## src/mpeg_pkg.sv

```systemverilog
`timescale 1ns / 1ps
// ----------------------------------------------------------------------------
// Multi-point envelope generator package
// Shared types, codes and constants of the envelope generator core.
// ----------------------------------------------------------------------------
package mpeg_pkg;

  typedef enum logic [2:0] {
    CMD_TICK    = 3'd0,
    CMD_LOAD    = 3'd1,
    CMD_START   = 3'd2,
    CMD_DECAY   = 3'd3,
    CMD_RELEASE = 3'd4
  } cmd_e;

  typedef enum logic [3:0] {
    PH_OFF     = 4'd0,
    PH_INIT    = 4'd1,
    PH_RESTART = 4'd2,
    PH_LOOP    = 4'd3,
    PH_FADE    = 4'd4,
    PH_HANG    = 4'd5,
    PH_DECAY   = 4'd6,
    PH_RELEASE = 4'd7,
    PH_SUSTAIN = 4'd8
  } phase_e;

  typedef enum logic [1:0] {
    CFG_TICKS   = 2'd0,
    CFG_BUFFERS = 2'd1,
    CFG_SUSTAIN = 2'd2,
    CFG_FADE    = 2'd3
  } cfg_idx_e;

  typedef enum logic [3:0] {
    ST_IDLE,
    ST_TICK,
    ST_READ,
    ST_EVAL,
    ST_JUMP_WAIT,
    ST_SCALE_MUL,
    ST_SCALE_WAIT,
    ST_SQ_MUL,
    ST_DIFF,
    ST_RAMP_DIV,
    ST_RAMP_WAIT,
    ST_FADE,
    ST_FLAGS,
    ST_OUT
  } state_e;

  localparam int DIVD_W = 32;
  localparam int DIVS_W = 16;

  localparam logic signed [15:0] DLY_DISABLE = 16'sd0;
  localparam logic signed [15:0] DLY_HANG    = -16'sd1;
  localparam logic signed [15:0] DLY_JUMP    = -16'sd2;
  localparam logic signed [15:0] DLY_RESTART = -16'sd3;
  localparam logic signed [15:0] DLY_SCALED  = 16'sd4;
  localparam logic [15:0]        DELAY_MAX   = 16'd32767;

  localparam logic [24:0]        ONE_Q24       = 25'h100_0000;
  localparam logic signed [31:0] ONE_Q24_S     = 32'sh0100_0000;
  localparam logic signed [31:0] FLOOR_Q24     = 32'sd168;
  localparam logic signed [16:0] SUSTAIN_TICKS = 17'sd128;
  localparam logic signed [31:0] LEVEL_MAX     = 32'sh7FFF_FFFF;
  localparam logic signed [31:0] LEVEL_MIN     = 32'sh8000_0000;

  typedef struct packed {
    logic               hang_request;
    logic signed [15:0] point_value;
    logic signed [15:0] point_delay;
    logic [3:0]         point_index;
    cmd_e               command;
  } item_t;

  typedef struct packed {
    logic [24:0] fade_out_step;
    logic [24:0] sustain_level;
    logic [7:0]  buffer_count;
    logic [7:0]  ticks_per_update;
  } cfg_t;

  typedef struct packed {
    logic release_req;
    logic decay_req;
    logic hang_req;
  } flags_t;

  typedef struct packed {
    logic              start;
    logic [DIVD_W-1:0] dividend;
    logic [DIVS_W-1:0] divisor;
  } div_req_t;

  typedef struct packed {
    logic              done;
    logic [DIVD_W-1:0] quotient;
    logic [DIVS_W-1:0] remainder;
  } div_rsp_t;

  typedef struct packed {
    phase_e      phase;
    logic [24:0] level;
  } result_t;

endpackage

```

## src/mpeg_ram.sv

```systemverilog
`timescale 1ns / 1ps
// ----------------------------------------------------------------------------
// Generic RAM
// One write port and one read port with registered read data.
// ----------------------------------------------------------------------------
module mpeg_ram #(
  parameter int Width = 32,
  parameter int Depth = 16
) (
  input  logic                     clk_i,
  input  logic                     we_i,
  input  logic [$clog2(Depth)-1:0] waddr_i,
  input  logic [Width-1:0]         wdata_i,
  input  logic [$clog2(Depth)-1:0] raddr_i,
  output logic [Width-1:0]         rdata_o
);

  logic [Width-1:0] mem_q [Depth];
  logic [Width-1:0] rdata_q;

  always_ff @(posedge clk_i) begin
    if (we_i) begin
      mem_q[waddr_i] <= wdata_i;
    end
    rdata_q <= mem_q[raddr_i];
  end

  assign rdata_o = rdata_q;

endmodule

```

## src/mpeg_div.sv

```systemverilog
`timescale 1ns / 1ps
// ----------------------------------------------------------------------------
// Serial divider
// Restoring unsigned divider, one quotient bit per cycle, shared by the
// delay scaling, the ramp step and the jump index reduction.
// ----------------------------------------------------------------------------
module mpeg_div (
  input  logic                clk_i,
  input  logic                rst_ni,
  input  mpeg_pkg::div_req_t  req_i,
  output mpeg_pkg::div_rsp_t  rsp_o
);

  localparam int CntW = $clog2(mpeg_pkg::DIVD_W);
  localparam logic [CntW-1:0] CntLast = CntW'(mpeg_pkg::DIVD_W - 1);

  logic                          busy_q, busy_d;
  logic                          done_q, done_d;
  logic [CntW-1:0]               cnt_q, cnt_d;
  logic [mpeg_pkg::DIVD_W-1:0]   quot_q, quot_d;
  logic [mpeg_pkg::DIVS_W-1:0]   rem_q, rem_d;
  logic [mpeg_pkg::DIVS_W-1:0]   dvs_q, dvs_d;
  logic [mpeg_pkg::DIVS_W:0]     trial;
  logic                          fits;

  always_comb begin
    trial = {rem_q, quot_q[mpeg_pkg::DIVD_W-1]};
    fits  = trial >= {1'b0, dvs_q};
    busy_d = busy_q;
    done_d = 1'b0;
    cnt_d  = cnt_q;
    quot_d = quot_q;
    rem_d  = rem_q;
    dvs_d  = dvs_q;
    if (req_i.start) begin
      busy_d = 1'b1;
      cnt_d  = '0;
      quot_d = req_i.dividend;
      rem_d  = '0;
      dvs_d  = req_i.divisor;
    end else if (busy_q) begin
      quot_d = {quot_q[mpeg_pkg::DIVD_W-2:0], fits};
      rem_d  = fits ? mpeg_pkg::DIVS_W'(trial - {1'b0, dvs_q}) : trial[mpeg_pkg::DIVS_W-1:0];
      cnt_d  = cnt_q + 1'b1;
      if (cnt_q == CntLast) begin
        busy_d = 1'b0;
        done_d = 1'b1;
      end
    end
  end

  always_ff @(posedge clk_i or negedge rst_ni) begin
    if (!rst_ni) begin
      busy_q <= 1'b0;
      done_q <= 1'b0;
      cnt_q  <= '0;
    end else begin
      busy_q <= busy_d;
      done_q <= done_d;
      cnt_q  <= cnt_d;
    end
  end

  always_ff @(posedge clk_i) begin
    quot_q <= quot_d;
    rem_q  <= rem_d;
    dvs_q  <= dvs_d;
  end

  assign rsp_o.done      = done_q;
  assign rsp_o.quotient  = quot_q;
  assign rsp_o.remainder = rem_q;

endmodule

```

## src/mpeg_seq.sv

```systemverilog
`timescale 1ns / 1ps
// ----------------------------------------------------------------------------
// Envelope sequencer
// Holds the envelope state and steps one word through the table walk,
// the shared divider and the level update.
// ----------------------------------------------------------------------------
module mpeg_seq #(
  parameter int POINTS = 16
) (
  input  logic                      clk_i,
  input  logic                      rst_ni,
  input  mpeg_pkg::cfg_t            cfg_i,
  input  logic                      in_valid_i,
  output logic                      in_ready_o,
  input  mpeg_pkg::item_t           item_i,
  input  logic                      out_free_i,
  output logic                      out_load_o,
  output mpeg_pkg::result_t         result_o,
  output logic                      ram_we_o,
  output logic [$clog2(POINTS)-1:0] ram_waddr_o,
  output logic [31:0]               ram_wdata_o,
  output logic [$clog2(POINTS)-1:0] ram_raddr_o,
  input  logic [31:0]               ram_rdata_i,
  output mpeg_pkg::div_req_t        div_req_o,
  input  mpeg_pkg::div_rsp_t        div_rsp_i
);

  localparam int PtrW  = $clog2(POINTS);
  localparam int JumpW = $clog2(POINTS + 1);
  localparam bit PtsPow2 = (POINTS & (POINTS - 1)) == 0;

  mpeg_pkg::state_e   state_q, state_d;
  mpeg_pkg::phase_e   phase_q, phase_d;
  mpeg_pkg::flags_t   flags_q, flags_d;
  logic signed [31:0] level_q, level_d;
  logic signed [31:0] ramp_q, ramp_d;
  logic signed [16:0] cnt_q, cnt_d;
  logic [PtrW-1:0]    ptr_q, ptr_d;
  logic [JumpW-1:0]   jumps_q, jumps_d;
  logic signed [15:0] val_q, val_d;
  logic signed [15:0] dlen_q, dlen_d;
  logic [31:0]        mul_q, mul_d;
  logic signed [33:0] diff_q, diff_d;
  logic               sign_q, sign_d;

  logic signed [15:0] rd_dly;
  logic [15:0]        rd_val;
  logic [7:0]         nb_eff;
  logic [15:0]        mul_a, mul_b;
  logic [31:0]        mul_p;
  logic [15:0]        val_abs, dlen_abs;
  logic [29:0]        scl_raw;
  logic [15:0]        scl;
  logic signed [33:0] diff_mag;
  logic [31:0]        quo;
  logic signed [31:0] ramp_res;
  logic signed [16:0] cnt_dec;
  logic signed [31:0] lvl_add, lvl_sub, sustain_s;
  logic [PtrW-1:0]    ptr_inc;
  logic               idx_ok, jumps_full;

  function automatic logic signed [31:0] sat32(input logic signed [32:0] v);
    if (v > 33'sh0_7FFF_FFFF) begin
      sat32 = mpeg_pkg::LEVEL_MAX;
    end else if (v < 33'sh1_8000_0000) begin
      sat32 = mpeg_pkg::LEVEL_MIN;
    end else begin
      sat32 = v[31:0];
    end
  endfunction

  assign rd_dly     = signed'(ram_rdata_i[31:16]);
  assign rd_val     = ram_rdata_i[15:0];
  assign nb_eff     = (cfg_i.buffer_count == 8'd0) ? 8'd1 : cfg_i.buffer_count;
  assign val_abs    = val_q[15] ? 16'(-val_q) : 16'(val_q);
  assign dlen_abs   = dlen_q[15] ? 16'(-dlen_q) : 16'(dlen_q);
  assign scl_raw    = div_rsp_i.quotient[31:2];
  assign diff_mag   = diff_q[33] ? -diff_q : diff_q;
  assign quo        = div_rsp_i.quotient;
  assign cnt_dec    = cnt_q - 17'sd1;
  assign lvl_add    = sat32(33'(level_q) + 33'(ramp_q));
  assign lvl_sub    = sat32(33'(level_q) - signed'({8'b0, cfg_i.fade_out_step}));
  assign sustain_s  = signed'({7'b0, cfg_i.sustain_level});
  assign ptr_inc    = (ptr_q == PtrW'(POINTS - 1)) ? '0 : ptr_q + 1'b1;
  assign idx_ok     = 9'(item_i.point_index) < 9'(POINTS);
  assign jumps_full = jumps_q >= JumpW'(POINTS);

  always_comb begin
    if (dlen_q > 16'sd0 && scl_raw > 30'(mpeg_pkg::DELAY_MAX)) begin
      scl = mpeg_pkg::DELAY_MAX;
    end else if (scl_raw == 30'd0) begin
      scl = 16'd1;
    end else begin
      scl = scl_raw[15:0];
    end
  end

  always_comb begin
    if (sign_q) begin
      ramp_res = (quo > 32'h8000_0000) ? mpeg_pkg::LEVEL_MIN : signed'(-quo);
    end else begin
      ramp_res = (quo > 32'h7FFF_FFFF) ? mpeg_pkg::LEVEL_MAX : signed'(quo);
    end
  end

  always_comb begin
    if (state_q == mpeg_pkg::ST_SCALE_MUL) begin
      mul_a = 16'(dlen_q);
      mul_b = {8'b0, cfg_i.ticks_per_update};
    end else begin
      mul_a = val_abs;
      mul_b = val_abs;
    end
    mul_p = mul_a * mul_b;
  end

  // Next state.
  always_comb begin
    state_d = state_q;
    case (state_q)
      mpeg_pkg::ST_IDLE: begin
        if (in_valid_i) begin
          state_d = (item_i.command == mpeg_pkg::CMD_TICK) ? mpeg_pkg::ST_TICK
                                                          : mpeg_pkg::ST_OUT;
        end
      end
      mpeg_pkg::ST_TICK: begin
        case (phase_q)
          mpeg_pkg::PH_OFF: state_d = mpeg_pkg::ST_OUT;
          mpeg_pkg::PH_INIT: begin
            state_d = flags_q.hang_req ? mpeg_pkg::ST_FLAGS : mpeg_pkg::ST_READ;
          end
          mpeg_pkg::PH_RESTART, mpeg_pkg::PH_LOOP: state_d = mpeg_pkg::ST_READ;
          mpeg_pkg::PH_FADE: state_d = mpeg_pkg::ST_FADE;
          default: state_d = mpeg_pkg::ST_FLAGS;
        endcase
      end
      mpeg_pkg::ST_READ: state_d = mpeg_pkg::ST_EVAL;
      mpeg_pkg::ST_EVAL: begin
        if (rd_dly == mpeg_pkg::DLY_DISABLE || rd_dly == mpeg_pkg::DLY_HANG ||
            rd_dly == mpeg_pkg::DLY_RESTART) begin
          state_d = mpeg_pkg::ST_FLAGS;
        end else if (rd_dly == mpeg_pkg::DLY_JUMP) begin
          if (jumps_full) begin
            state_d = mpeg_pkg::ST_FLAGS;
          end else begin
            state_d = PtsPow2 ? mpeg_pkg::ST_READ : mpeg_pkg::ST_JUMP_WAIT;
          end
        end else if (rd_dly >= mpeg_pkg::DLY_SCALED) begin
          state_d = mpeg_pkg::ST_SCALE_MUL;
        end else begin
          state_d = mpeg_pkg::ST_SQ_MUL;
        end
      end
      mpeg_pkg::ST_JUMP_WAIT: begin
        if (div_rsp_i.done) begin
          state_d = mpeg_pkg::ST_READ;
        end
      end
      mpeg_pkg::ST_SCALE_MUL: state_d = mpeg_pkg::ST_SCALE_WAIT;
      mpeg_pkg::ST_SCALE_WAIT: begin
        if (div_rsp_i.done) begin
          state_d = mpeg_pkg::ST_SQ_MUL;
        end
      end
      mpeg_pkg::ST_SQ_MUL: state_d = mpeg_pkg::ST_DIFF;
      mpeg_pkg::ST_DIFF: state_d = mpeg_pkg::ST_RAMP_DIV;
      mpeg_pkg::ST_RAMP_DIV: state_d = mpeg_pkg::ST_RAMP_WAIT;
      mpeg_pkg::ST_RAMP_WAIT: begin
        if (div_rsp_i.done) begin
          state_d = mpeg_pkg::ST_FADE;
        end
      end
      mpeg_pkg::ST_FADE: state_d = mpeg_pkg::ST_FLAGS;
      mpeg_pkg::ST_FLAGS: state_d = mpeg_pkg::ST_OUT;
      mpeg_pkg::ST_OUT: begin
        if (out_free_i) begin
          state_d = mpeg_pkg::ST_IDLE;
        end
      end
      default: state_d = mpeg_pkg::ST_IDLE;
    endcase
  end

  // Datapath and outputs.
  always_comb begin
    phase_d   = phase_q;
    flags_d   = flags_q;
    level_d   = level_q;
    ramp_d    = ramp_q;
    cnt_d     = cnt_q;
    ptr_d     = ptr_q;
    jumps_d   = jumps_q;
    val_d     = val_q;
    dlen_d    = dlen_q;
    mul_d     = mul_q;
    diff_d    = diff_q;
    sign_d    = sign_q;
    ram_we_o  = 1'b0;
    div_req_o = '0;
    out_load_o = 1'b0;
    case (state_q)
      mpeg_pkg::ST_IDLE: begin
        if (in_valid_i) begin
          case (item_i.command)
            mpeg_pkg::CMD_LOAD: ram_we_o = idx_ok;
            mpeg_pkg::CMD_START: begin
              level_d = '0;
              ramp_d  = '0;
              cnt_d   = '0;
              ptr_d   = '0;
              phase_d = mpeg_pkg::PH_INIT;
              flags_d = '{release_req: 1'b0, decay_req: 1'b0,
                          hang_req: item_i.hang_request};
            end
            mpeg_pkg::CMD_DECAY: flags_d.decay_req = 1'b1;
            mpeg_pkg::CMD_RELEASE: flags_d.release_req = 1'b1;
            default: ;
          endcase
        end
      end
      mpeg_pkg::ST_TICK: begin
        case (phase_q)
          mpeg_pkg::PH_INIT: begin
            if (flags_q.hang_req) begin
              phase_d = mpeg_pkg::PH_HANG;
            end else begin
              ptr_d   = '0;
              phase_d = mpeg_pkg::PH_LOOP;
              jumps_d = '0;
            end
          end
          mpeg_pkg::PH_RESTART: begin
            ptr_d   = '0;
            phase_d = mpeg_pkg::PH_LOOP;
            jumps_d = '0;
          end
          mpeg_pkg::PH_LOOP: jumps_d = '0;
          mpeg_pkg::PH_DECAY, mpeg_pkg::PH_RELEASE: begin
            level_d = lvl_sub;
            if (cfg_i.sustain_level != '0 && phase_q == mpeg_pkg::PH_DECAY) begin
              if (lvl_sub < sustain_s) begin
                level_d = sustain_s;
                cnt_d   = mpeg_pkg::SUSTAIN_TICKS;
                phase_d = mpeg_pkg::PH_SUSTAIN;
              end
            end else if (lvl_sub < mpeg_pkg::FLOOR_Q24) begin
              level_d = '0;
              phase_d = mpeg_pkg::PH_OFF;
            end
          end
          mpeg_pkg::PH_SUSTAIN: begin
            cnt_d = cnt_dec;
            if (cnt_dec == 17'sd0) begin
              phase_d = mpeg_pkg::PH_RELEASE;
            end
          end
          default: ;
        endcase
      end
      mpeg_pkg::ST_EVAL: begin
        val_d  = signed'(rd_val);
        dlen_d = rd_dly;
        if (rd_dly == mpeg_pkg::DLY_DISABLE) begin
          phase_d = mpeg_pkg::PH_OFF;
        end else if (rd_dly == mpeg_pkg::DLY_HANG) begin
          phase_d = mpeg_pkg::PH_HANG;
        end else if (rd_dly == mpeg_pkg::DLY_RESTART) begin
          phase_d = mpeg_pkg::PH_INIT;
        end else if (rd_dly == mpeg_pkg::DLY_JUMP) begin
          if (jumps_full) begin
            phase_d = mpeg_pkg::PH_OFF;
          end else begin
            jumps_d = jumps_q + 1'b1;
            if (PtsPow2) begin
              ptr_d = PtrW'(rd_val);
            end else begin
              div_req_o.start    = 1'b1;
              div_req_o.dividend = {16'b0, rd_val};
              div_req_o.divisor  = mpeg_pkg::DIVS_W'(POINTS);
            end
          end
        end
      end
      mpeg_pkg::ST_JUMP_WAIT: begin
        if (div_rsp_i.done) begin
          ptr_d = PtrW'(div_rsp_i.remainder);
        end
      end
      mpeg_pkg::ST_SCALE_MUL: begin
        div_req_o.start    = 1'b1;
        div_req_o.dividend = mul_p;
        div_req_o.divisor  = {8'b0, nb_eff};
      end
      mpeg_pkg::ST_SCALE_WAIT: begin
        if (div_rsp_i.done) begin
          dlen_d = signed'(scl);
        end
      end
      mpeg_pkg::ST_SQ_MUL: mul_d = mul_p;
      mpeg_pkg::ST_DIFF: begin
        diff_d = signed'({8'b0, mul_q[31:6]}) - 34'(level_q);
      end
      mpeg_pkg::ST_RAMP_DIV: begin
        div_req_o.start    = 1'b1;
        div_req_o.dividend = diff_mag[31:0];
        div_req_o.divisor  = dlen_abs;
        sign_d             = diff_q[33] ^ dlen_q[15];
      end
      mpeg_pkg::ST_RAMP_WAIT: begin
        if (div_rsp_i.done) begin
          ramp_d  = ramp_res;
          cnt_d   = 17'(dlen_q);
          phase_d = mpeg_pkg::PH_FADE;
          ptr_d   = ptr_inc;
        end
      end
      mpeg_pkg::ST_FADE: begin
        cnt_d   = cnt_dec;
        level_d = lvl_add;
        if (cnt_dec <= 17'sd0) begin
          phase_d = mpeg_pkg::PH_LOOP;
        end
      end
      mpeg_pkg::ST_FLAGS: begin
        if (flags_q.decay_req) begin
          phase_d           = mpeg_pkg::PH_DECAY;
          flags_d.decay_req = 1'b0;
        end
        if (flags_q.release_req) begin
          phase_d             = mpeg_pkg::PH_RELEASE;
          flags_d.release_req = 1'b0;
        end
      end
      mpeg_pkg::ST_OUT: out_load_o = out_free_i;
      default: ;
    endcase
  end

  always_comb begin
    result_o.phase = phase_q;
    if (phase_q == mpeg_pkg::PH_OFF || level_q[31]) begin
      result_o.level = '0;
    end else if (level_q > mpeg_pkg::ONE_Q24_S) begin
      result_o.level = mpeg_pkg::ONE_Q24;
    end else begin
      result_o.level = level_q[24:0];
    end
  end

  assign in_ready_o  = (state_q == mpeg_pkg::ST_IDLE);
  assign ram_waddr_o = PtrW'(item_i.point_index);
  assign ram_wdata_o = {item_i.point_delay, item_i.point_value};
  assign ram_raddr_o = ptr_q;

  always_ff @(posedge clk_i or negedge rst_ni) begin
    if (!rst_ni) begin
      state_q <= mpeg_pkg::ST_IDLE;
      phase_q <= mpeg_pkg::PH_OFF;
      flags_q <= '0;
      level_q <= '0;
      ramp_q  <= '0;
      cnt_q   <= '0;
      ptr_q   <= '0;
      jumps_q <= '0;
    end else begin
      state_q <= state_d;
      phase_q <= phase_d;
      flags_q <= flags_d;
      level_q <= level_d;
      ramp_q  <= ramp_d;
      cnt_q   <= cnt_d;
      ptr_q   <= ptr_d;
      jumps_q <= jumps_d;
    end
  end

  always_ff @(posedge clk_i) begin
    val_q  <= val_d;
    dlen_q <= dlen_d;
    mul_q  <= mul_d;
    diff_q <= diff_d;
    sign_q <= sign_d;
  end

endmodule

```

## src/multi_point_envelope_generator_core.sv

```systemverilog
`timescale 1ns / 1ps
// ----------------------------------------------------------------------------
// Multi-point envelope generator core
// Table driven volume envelope with ramps, jumps, decay, sustain and release.
// ----------------------------------------------------------------------------
//
// Channel   Dir  Signals           Contents (lowest bit first)
// s_axis    in   tdata[39:0]       point_index[3:0], point_delay[19:4],
//                                  point_value[35:20], hang_request[36]
//                s_axis tuser[2:0] command
// m_axis    out  tdata[31:0]       level[24:0], phase[28:25]
// cfg       in   we, idx, data     ticks_per_update, buffer_count,
//                                  sustain_level, fade_out_step
//
// A non-tick word goes straight to the output state. A tick goes there
// directly while off, via the flag step in hang, decay, release or sustain,
// and via the fade and flag steps on a ramp step. A walk reads and evaluates
// an entry and goes to the flag step at a control point; a new ramp point
// takes a divider pass, after one more with delay scaling. Each jump reads
// again, after a divider pass when POINTS is not a power of two. The table
// has no clearing pass after reset. An untaken result holds the sequencer.
module multi_point_envelope_generator_core #(
  parameter int POINTS = 16
) (
  input  logic        clk_i,
  input  logic        rst_ni,
  input  logic        s_axis_tvalid_i,
  output logic        s_axis_tready_o,
  // point_index, point_delay, point_value, hang_request, zero padding
  input  logic [39:0] s_axis_tdata_i,
  // command
  input  logic [2:0]  s_axis_tuser_i,
  output logic        m_axis_tvalid_o,
  input  logic        m_axis_tready_i,
  // level, phase, zero padding
  output logic [31:0] m_axis_tdata_o,
  input  logic        cfg_we_i,
  input  logic [1:0]  cfg_idx_i,
  input  logic [24:0] cfg_data_i
);

  localparam int PtrW = $clog2(POINTS);

  mpeg_pkg::cfg_t     cfg_q, cfg_d;
  mpeg_pkg::item_t    item;
  mpeg_pkg::result_t  result;
  mpeg_pkg::result_t  out_q;
  mpeg_pkg::div_req_t div_req;
  mpeg_pkg::div_rsp_t div_rsp;
  logic               out_valid_q, out_valid_d;
  logic               out_free, out_load;
  logic               ram_we;
  logic [PtrW-1:0]    ram_waddr, ram_raddr;
  logic [31:0]        ram_wdata, ram_rdata;

  assign item.command      = mpeg_pkg::cmd_e'(s_axis_tuser_i);
  assign item.point_index  = s_axis_tdata_i[3:0];
  assign item.point_delay  = signed'(s_axis_tdata_i[19:4]);
  assign item.point_value  = signed'(s_axis_tdata_i[35:20]);
  assign item.hang_request = s_axis_tdata_i[36];

  always_comb begin
    cfg_d = cfg_q;
    if (cfg_we_i) begin
      case (mpeg_pkg::cfg_idx_e'(cfg_idx_i))
        mpeg_pkg::CFG_TICKS:   cfg_d.ticks_per_update = cfg_data_i[7:0];
        mpeg_pkg::CFG_BUFFERS: cfg_d.buffer_count     = cfg_data_i[7:0];
        mpeg_pkg::CFG_SUSTAIN: cfg_d.sustain_level    = cfg_data_i;
        mpeg_pkg::CFG_FADE:    cfg_d.fade_out_step    = cfg_data_i;
        default: ;
      endcase
    end
  end

  always_ff @(posedge clk_i or negedge rst_ni) begin
    if (!rst_ni) begin
      cfg_q <= '{fade_out_step: '0, sustain_level: '0, buffer_count: 8'd1,
                 ticks_per_update: 8'd1};
    end else begin
      cfg_q <= cfg_d;
    end
  end

  mpeg_ram #(
    .Width (32),
    .Depth (POINTS)
  ) u_points (
    .clk_i   (clk_i),
    .we_i    (ram_we),
    .waddr_i (ram_waddr),
    .wdata_i (ram_wdata),
    .raddr_i (ram_raddr),
    .rdata_o (ram_rdata)
  );

  mpeg_div u_div (
    .clk_i  (clk_i),
    .rst_ni (rst_ni),
    .req_i  (div_req),
    .rsp_o  (div_rsp)
  );

  mpeg_seq #(
    .POINTS (POINTS)
  ) u_seq (
    .clk_i       (clk_i),
    .rst_ni      (rst_ni),
    .cfg_i       (cfg_q),
    .in_valid_i  (s_axis_tvalid_i),
    .in_ready_o  (s_axis_tready_o),
    .item_i      (item),
    .out_free_i  (out_free),
    .out_load_o  (out_load),
    .result_o    (result),
    .ram_we_o    (ram_we),
    .ram_waddr_o (ram_waddr),
    .ram_wdata_o (ram_wdata),
    .ram_raddr_o (ram_raddr),
    .ram_rdata_i (ram_rdata),
    .div_req_o   (div_req),
    .div_rsp_i   (div_rsp)
  );

  assign out_free = !out_valid_q || m_axis_tready_i;

  always_comb begin
    out_valid_d = out_valid_q;
    if (out_load) begin
      out_valid_d = 1'b1;
    end else if (m_axis_tready_i) begin
      out_valid_d = 1'b0;
    end
  end

  always_ff @(posedge clk_i or negedge rst_ni) begin
    if (!rst_ni) begin
      out_valid_q <= 1'b0;
    end else begin
      out_valid_q <= out_valid_d;
    end
  end

  always_ff @(posedge clk_i) begin
    if (out_load) begin
      out_q <= result;
    end
  end

  assign m_axis_tvalid_o = out_valid_q;
  assign m_axis_tdata_o  = {3'b0, out_q};

endmodule

```

## config.mk

```make
export PLATFORM = sky130hd
export DESIGN_NAME = multi_point_envelope_generator_core
export DESIGN_NICKNAME = d
export VERILOG_FILES = /design/src/mpeg_pkg.sv /design/src/mpeg_ram.sv /design/src/mpeg_div.sv /design/src/mpeg_seq.sv /design/src/multi_point_envelope_generator_core.sv
export SDC_FILE = /design/constraint.sdc
export NUM_CORES = 2
export LEC_CHECK = 0
export BUFFER_PORTS_ARGS = -buffer_cell sky130_fd_sc_hd__buf_4
export CORE_MARGIN = 2
export CORE_UTILIZATION = 66
export CTS_BUF_LIST = sky130_fd_sc_hd__clkbuf_2
export DETAILED_ROUTE_END_ITERATION = 10
export PLACE_DENSITY = 0.87
export RECOVER_POWER = 25
export SLEW_MARGIN = 0
export SYNTH_ARGS = -nofsm -noshare
export SYNTH_HDL_FRONTEND = slang
export SYNTH_HIERARCHICAL = 1
export SYNTH_SLANG_ARGS = --single-unit
```

## constraint.sdc

```tcl
create_clock -name clk_i -period 23.7 [get_ports clk_i]
set_input_delay 4.74 -clock clk_i [delete_from_list [all_inputs] [get_ports clk_i]]
set_output_delay 4.74 -clock clk_i [all_outputs]
set_load 0.005 [all_outputs]
```

### Word-level counts from Yosys, hierarchy flattened

Memory sizes are Yosys's and may differ from the RTL's. A register that Yosys moved wholly into a read port is not among the register bits.
Index checks and enable logic that the tools add are counted.

| operators by class | value |
|---|---|
| add/subtract/negate cells | 12 |
| multiply operators | 1 |
| $lt $le $gt $ge | 15 |
| eq/ne operators | 60 |
| mux-type cells | 111 |
| bitwise logic cells | 1 |
| reductions and logical operators | 44 |

Operator list:

| cell | count |
|---|---|
| 32-bit two-way mux | 17 |
| 4-bit two-way mux | 36 |
| 16-bit two-way mux | 8 |
| 49-bit case mux with 2 select lines | 1 |
| 32-bit case mux with 3 select lines | 1 |
| 17-bit two-way mux | 5 |
| 17-bit case mux with 4 select lines | 1 |
| 33-bit by 32-bit greater-than comparator with 1-bit output, second input constant | 2 |
| 33-bit by 32-bit less-than comparator with 1-bit output, second input constant | 2 |
| 32-bit negation | 2 |
| 32-bit case mux with 2 select lines | 1 |
| 4-bit case mux with 14 select lines | 1 |
| 5-bit two-way mux | 8 |
| 17-bit case mux with 2 select lines | 1 |
| 32-bit by 32-bit adder with 33-bit output | 1 |
| 27-bit by 32-bit subtractor with 33-bit output | 1 |
| 32-bit by 26-bit subtractor with 33-bit output | 1 |
| 4-bit equality test, second input constant | 8 |
| 32-bit by 26-bit greater-than comparator with 1-bit output, second input constant | 1 |
| 32-bit by 31-bit greater-than comparator with 1-bit output, second input constant | 1 |
| 32-bit greater-than comparator, second input constant | 1 |
| 32-bit by 26-bit less-than comparator with 1-bit output | 1 |
| 32-bit by 9-bit less-than comparator with 1-bit output, second input constant | 1 |
| 16-bit by 16-bit multiplier with 32-bit output | 1 |
| other kinds (70) | 141 |

| word-level totals | value |
|---|---|
| flip-flop bits (word level) | 366 |
| bits in writable memories | 512 |
| bits of input ports | 75 |
| output and inout bits | 34 |
| logic and storage cells | 274 |
| memories | 1 |

Memories:

| memory | depth | bits a word | rd ports | clocked after memory_dff | wr ports | line | source |
|---|---|---|---|---|---|---|---|
| u_points.mem_q | 16 | 32 | 1 | 1 | 1 | mpeg_ram.sv:18 | `logic [Width-1:0] mem_q [Depth];` |

### Longest topological paths before layout

| logic depth | value |
|---|---|
| depth after elaboration | 9 |
| depth in mapped cells | 35 |
| depth with buffers taken out | 34 |

### Modules after synthesis

The synthesis kept the hierarchy.

By module, submodules not included:

| module | times used | cells each | area an instance (sq um) | sequential area each (sq um) |
|---|---|---|---|---|
| mpeg_seq | 1 | 3,211 | 25,984.9 | 5,290.1 |
| mpeg_ram | 1 | 838 | 19,835.3 | 16,015.4 |
| mpeg_div | 1 | 324 | 3,782.4 | 1,936.9 |
| multi_point_envelope_generator_core | 1 | 176 | 3,429.5 | 2,549.9 |

### Least setup slack after synthesis

Ideal clock, no wire load.

| timing | value |
|---|---|
| path type | register to register |
| start point | reg u_seq.val_q[2] |
| end point | reg u_div/quot_q[31] (netlist name) (data pin) |
| library setup time | 260 ps |
| data arrival time | 8,327 ps |
| required time | 23,440 ps |
| setup slack | 15,113 ps |
| cell stages (with the launch flop) | 31 |
| path buffers | 1 |
| clock period less this slack | 8,587 ps |
| path through | edfxtp_1 > or3_1 > or3b_2 > or3_1 > o31ai_1 > xor2_1 > nor2_1 > inv_2 > nand2_1 > clkbuf_1 > nand2_1 > fa_1 > inv_1 > fa_1 > fa_1 > fa_1 > fa_1 > inv_1 > fa_1 > inv_1 > ha_1 > a21oi_1 > o21ai_0 > a21o_1 > a21oi_1 > o211a_1 > o31ai_1 > o41ai_1 > mux2i_1 > or2_2 > mux2_2 |

RTL lines:

| item | line | source |
|---|---|---|
| start: declaration | mpeg_seq.sv:40 | `logic signed [15:0] val_q, val_d;` |
| start signal: assignment | mpeg_seq.sv:379 | `val_q <= val_d;` |
| end signal: assignment | mpeg_div.sv:65 | `quot_q <= quot_d;` |
| end: declaration | mpeg_div.sv:20 | `logic [mpeg_pkg::DIVD_W-1:0] quot_q, quot_d;` |

==> flow_summary.json <==
{
  "crit_top_cell": "fa_1",
  "min_path_type": "reg -> reg",
  "vias_per_cell": 6.60,
  "yosysTopAreaCell": "edfxtp_1",
  "period_minus_slack_ns": 9.93,
  "cp-endpoint": "u_div/quot_q[31]",
  "cp_slowest_stage_delay_ns": 0.76,
  "cap_violations": 9,
  "cp_data_required_time_ns": 24.89,
  "grt_max_degree": 99,
  "cts_setup_buffers": 0,
  "grt_first_pass_wirelength_um": 224000,
  "reg2reg_depth": 29,
  "io_buffers": 102,
  "cp-end-kind": "register",
  "arrival_ns": 11.13,
  "clock-sinks": 904,
  "die_w_um": 287,
  "relSlewSlack": -4.41,
  "cp-start-kind": "register",
  "wl_per_cell_um": 24.7,
  "ys.flop_type": "edfxtp_1",
  "avgSynthCellArea_sq_um": 11.7,
  "fmax_mhz": 101,
  "pin_count": 109,
  "r2r_start": "u_seq/val_q[2]",
  "dieArea_sq_mm": 0.0826,
  "start_util": 0.669,
  "tns_ns": 0,
  "drive_gt1_frac": 0.158,
  "setup_violations": 0,
  "report.final.hold_viol_count": 0,
  "synth.cell_area_sq_mm": 0.0530,
  "clock_latency_ns": 1.53,
  "ctsResizeCount": 0,
  "cp-startpoint": "u_seq/val_q[2]",
  "cts.path.max_buffers": 3,
  "crit_fanout": 13,
  "totalWireLength_um": 147000,
  "gr-total-overflow": 0,
  "worst_pin_slew_ns": 8.12,
  "std_cell_rows": 103,
  "r2r-end": "u_div/quot_q[31]",
  "synth_seq_cells": 904,
  "rsz0062_at_grt": "no",
  "yosys-top-cells-area": "edfxtp_1, dfrtp_1, fa_1",
  "status": "finished with violations",
  "hp-start": "u_points/rdata_o[8]",
  "synth_top_area_frac": 0.386,
  "r2r_setup_slack_ns": 13.77,
  "skew_ns": 0.0926,
  "synth_edf_count": 681,
  "drtIter0Drc": 5425,
  "die_y_um": 287,
  "crit_type": "reg -> reg",
  "async_reset_ff_frac": 0.194,
  "synth_cell_types": 106,
  "areaGrowthSynthToFinish_pct": 6.75,
  "antenna_found_initial": 7,
  "ant_nets": 0,
  "cts_hold_buf": 0,
  "firstDrtPassIters": 10,
  "core_area_sq_mm": 0.0793,
  "gr-usage-all-layers": 0.359,
  "final_nets": 5234,
  "drv_slew": 380,
  "netlist_instances": 4549,
  "critPathSlowestCell": "nor2_1",
  "ys_warn_count": 6,
  "num_vias": 39300,
  "cts_buffers": 211,
  "seq_area_frac_synth": 0.486,
  "period_share": 0.419,
  "h-tree-depth": 4,
  "place_hpwl_um": 103000,
  "failed_checks": "max-capacitance violations, max-slew violations",
  "place_congestion": 1.05,
  "root_buffer": "clkbuf_2",
  "clkTransAtPathRegs_ns": 0.12,
  "cts_tree": "yes",
  "drc_errors": 0,
  "grt_pass1_vias": 38700
}
flip-flops by register name (all words and copies together), names as in the netlist, 3 cells and up:
| register | cells |
|---|---|
| u_seq/ram_raddr_o | 4 |
| u_seq/state_q | 4 |
| u_seq/flags_q | 3 |
| u_points/rdata_o | 32 |
| u_seq/dlen_q | 16 |
| u_seq/diff_q | 33 |
| u_seq/level_q | 32 |
| u_seq/mul_q | 26 |
| cfg_q | 66 |
| u_seq/phase_q | 4 |
| u_seq/cnt_q | 17 |
| u_div/dvs_q | 16 |
| u_div/cnt_q | 5 |
| u_points/mem_q | 512 |
| u_div/quot_q | 32 |
| u_seq/jumps_q | 5 |
| u_seq/val_q | 16 |
| u_div/rem_q | 16 |
| u_seq/ramp_q | 32 |
| m_axis_tdata_o | 29 |
stage by stage:
step	hold WS, ns	utilization	cells	cell area [sq um]	setup WS (ns)
final	0.387	0.714	5957	56600	13.77
after global routing	0.393	0.714	5954	56600	13.15
after CTS	0.401	0.716	5951	56700	13.90
after detailed placement	0.389	0.690	5558	54700	13.95
after global placement	0.387	0.690	5558	54700	13.96
after floorplan	0.386	-	4559	53100	15.11
worst min-delay path by stage:
stage / end / slack, ns / depth (start not counted)
after floorplan: u_seq/val_q[10] / 0.39 / 0
after global routing: u_seq/val_q[8] / 0.39 / 0
final: u_seq/val_q[8] / 0.39 / 0
after detailed placement: u_seq/val_q[4] / 0.39 / 0
after CTS: u_seq/val_q[8] / 0.40 / 0
after global placement: u_seq/val_q[4] / 0.39 / 0
Yosys cell counts (19+ instances only):
cell type  instances
nor3_1            69
nor2b_1           34
nand3_1           65
fa_1             198
xor2_1            92
mux2_2            99
a31oi_1           28
o22ai_1           28
nand2b_1          40
ha_1             240
o21a_1            39
edfxtp_1         681
a22oi_1           82
mux4_2           128
or3_1             35
nand2_1          450
o21ai_0          234
a21o_1            74
a21oi_1          221
clkbuf_1         111
dfrtp_1          173
dfxtp_1           48
buf_1             21
buf_4             52
nor4_1            37
nor2_1           290
and2_1            47
inv_1            404
and3_1            19
nand4_1           27
mux2i_1           19
xnor2_1           93
o31ai_1           30
critical path: cells and delay by family (launching register included):
| kind | cells | cell delay, ns |
|---|---|---|
| buffers and inverters | 4 | 0.36 |
| flip-flops | 1 | 0.49 |
| AO/OA/AOI/OAI | 8 | 1.99 |
| XOR/XNOR | 1 | 0.17 |
| multiplexers | 2 | 0.39 |
| AND/OR/NAND/NOR | 7 | 2.87 |
| adder cells (fa/ha/maj) | 7 | 3.41 |
layout make-up:
type	instances	area, sq um
tap	1050	1310
clock buffer	326	1630
clock inverter	67	428
fill	5308	22600
timing repair buffer	156	1070
antenna	6	15.0
multi-input combinational	3038	24800
sequential	904	25800
inverter	410	1540
layout by cell type, fill, tap and decap left out, drive strengths merged, types with 39 or more instances in the layout:
cell type and count:
a21o 74, a21oi 222, a22oi 82, and2 51, buf 128, clkbuf 354
clkinv 60, dfrtp 173, dfxtp 48, edfxtp 681, fa 198, ha 240
inv 413, mux2 101, mux4 128, nand2 452, nand2b 41, nand3 67
nor2 293, nor3 69, nor4 40, o21a 39, o21ai 252, xnor2 93
xor2 92
routing by layer:
layer | part of all wire | vias to the layer above | GRT usage
li1 | - | 17000 | -
met1 | 0.36 | 18900 | 0.465
met2 | 0.47 | 2910 | 0.569
met3 | 0.12 | 551 | 0.0905
met4 | 0.053 | 6 | 0.178
met5 | 0.00026 | - | 0
kinds of logic (layout without fill, tap and decap cells):
| logic type | Yosys count | after routing | share of synthesized area |
|---|---|---|---|
| other cells | 3 | 19 | 0.000212 |
| flops | 904 | 904 | 0.486 |
| buf+inv | 617 | 959 | 0.0487 |
| compound gates | 961 | 961 | 0.118 |
| xor+xnor | 185 | 185 | 0.0306 |
| fa+ha+maj | 438 | 438 | 0.131 |
| mux | 249 | 249 | 0.0797 |
| simple gates | 1192 | 1192 | 0.105 |
Power is not shown: default switching activity piles up to over one toggle a cycle in this logic, so the estimate is an artifact.
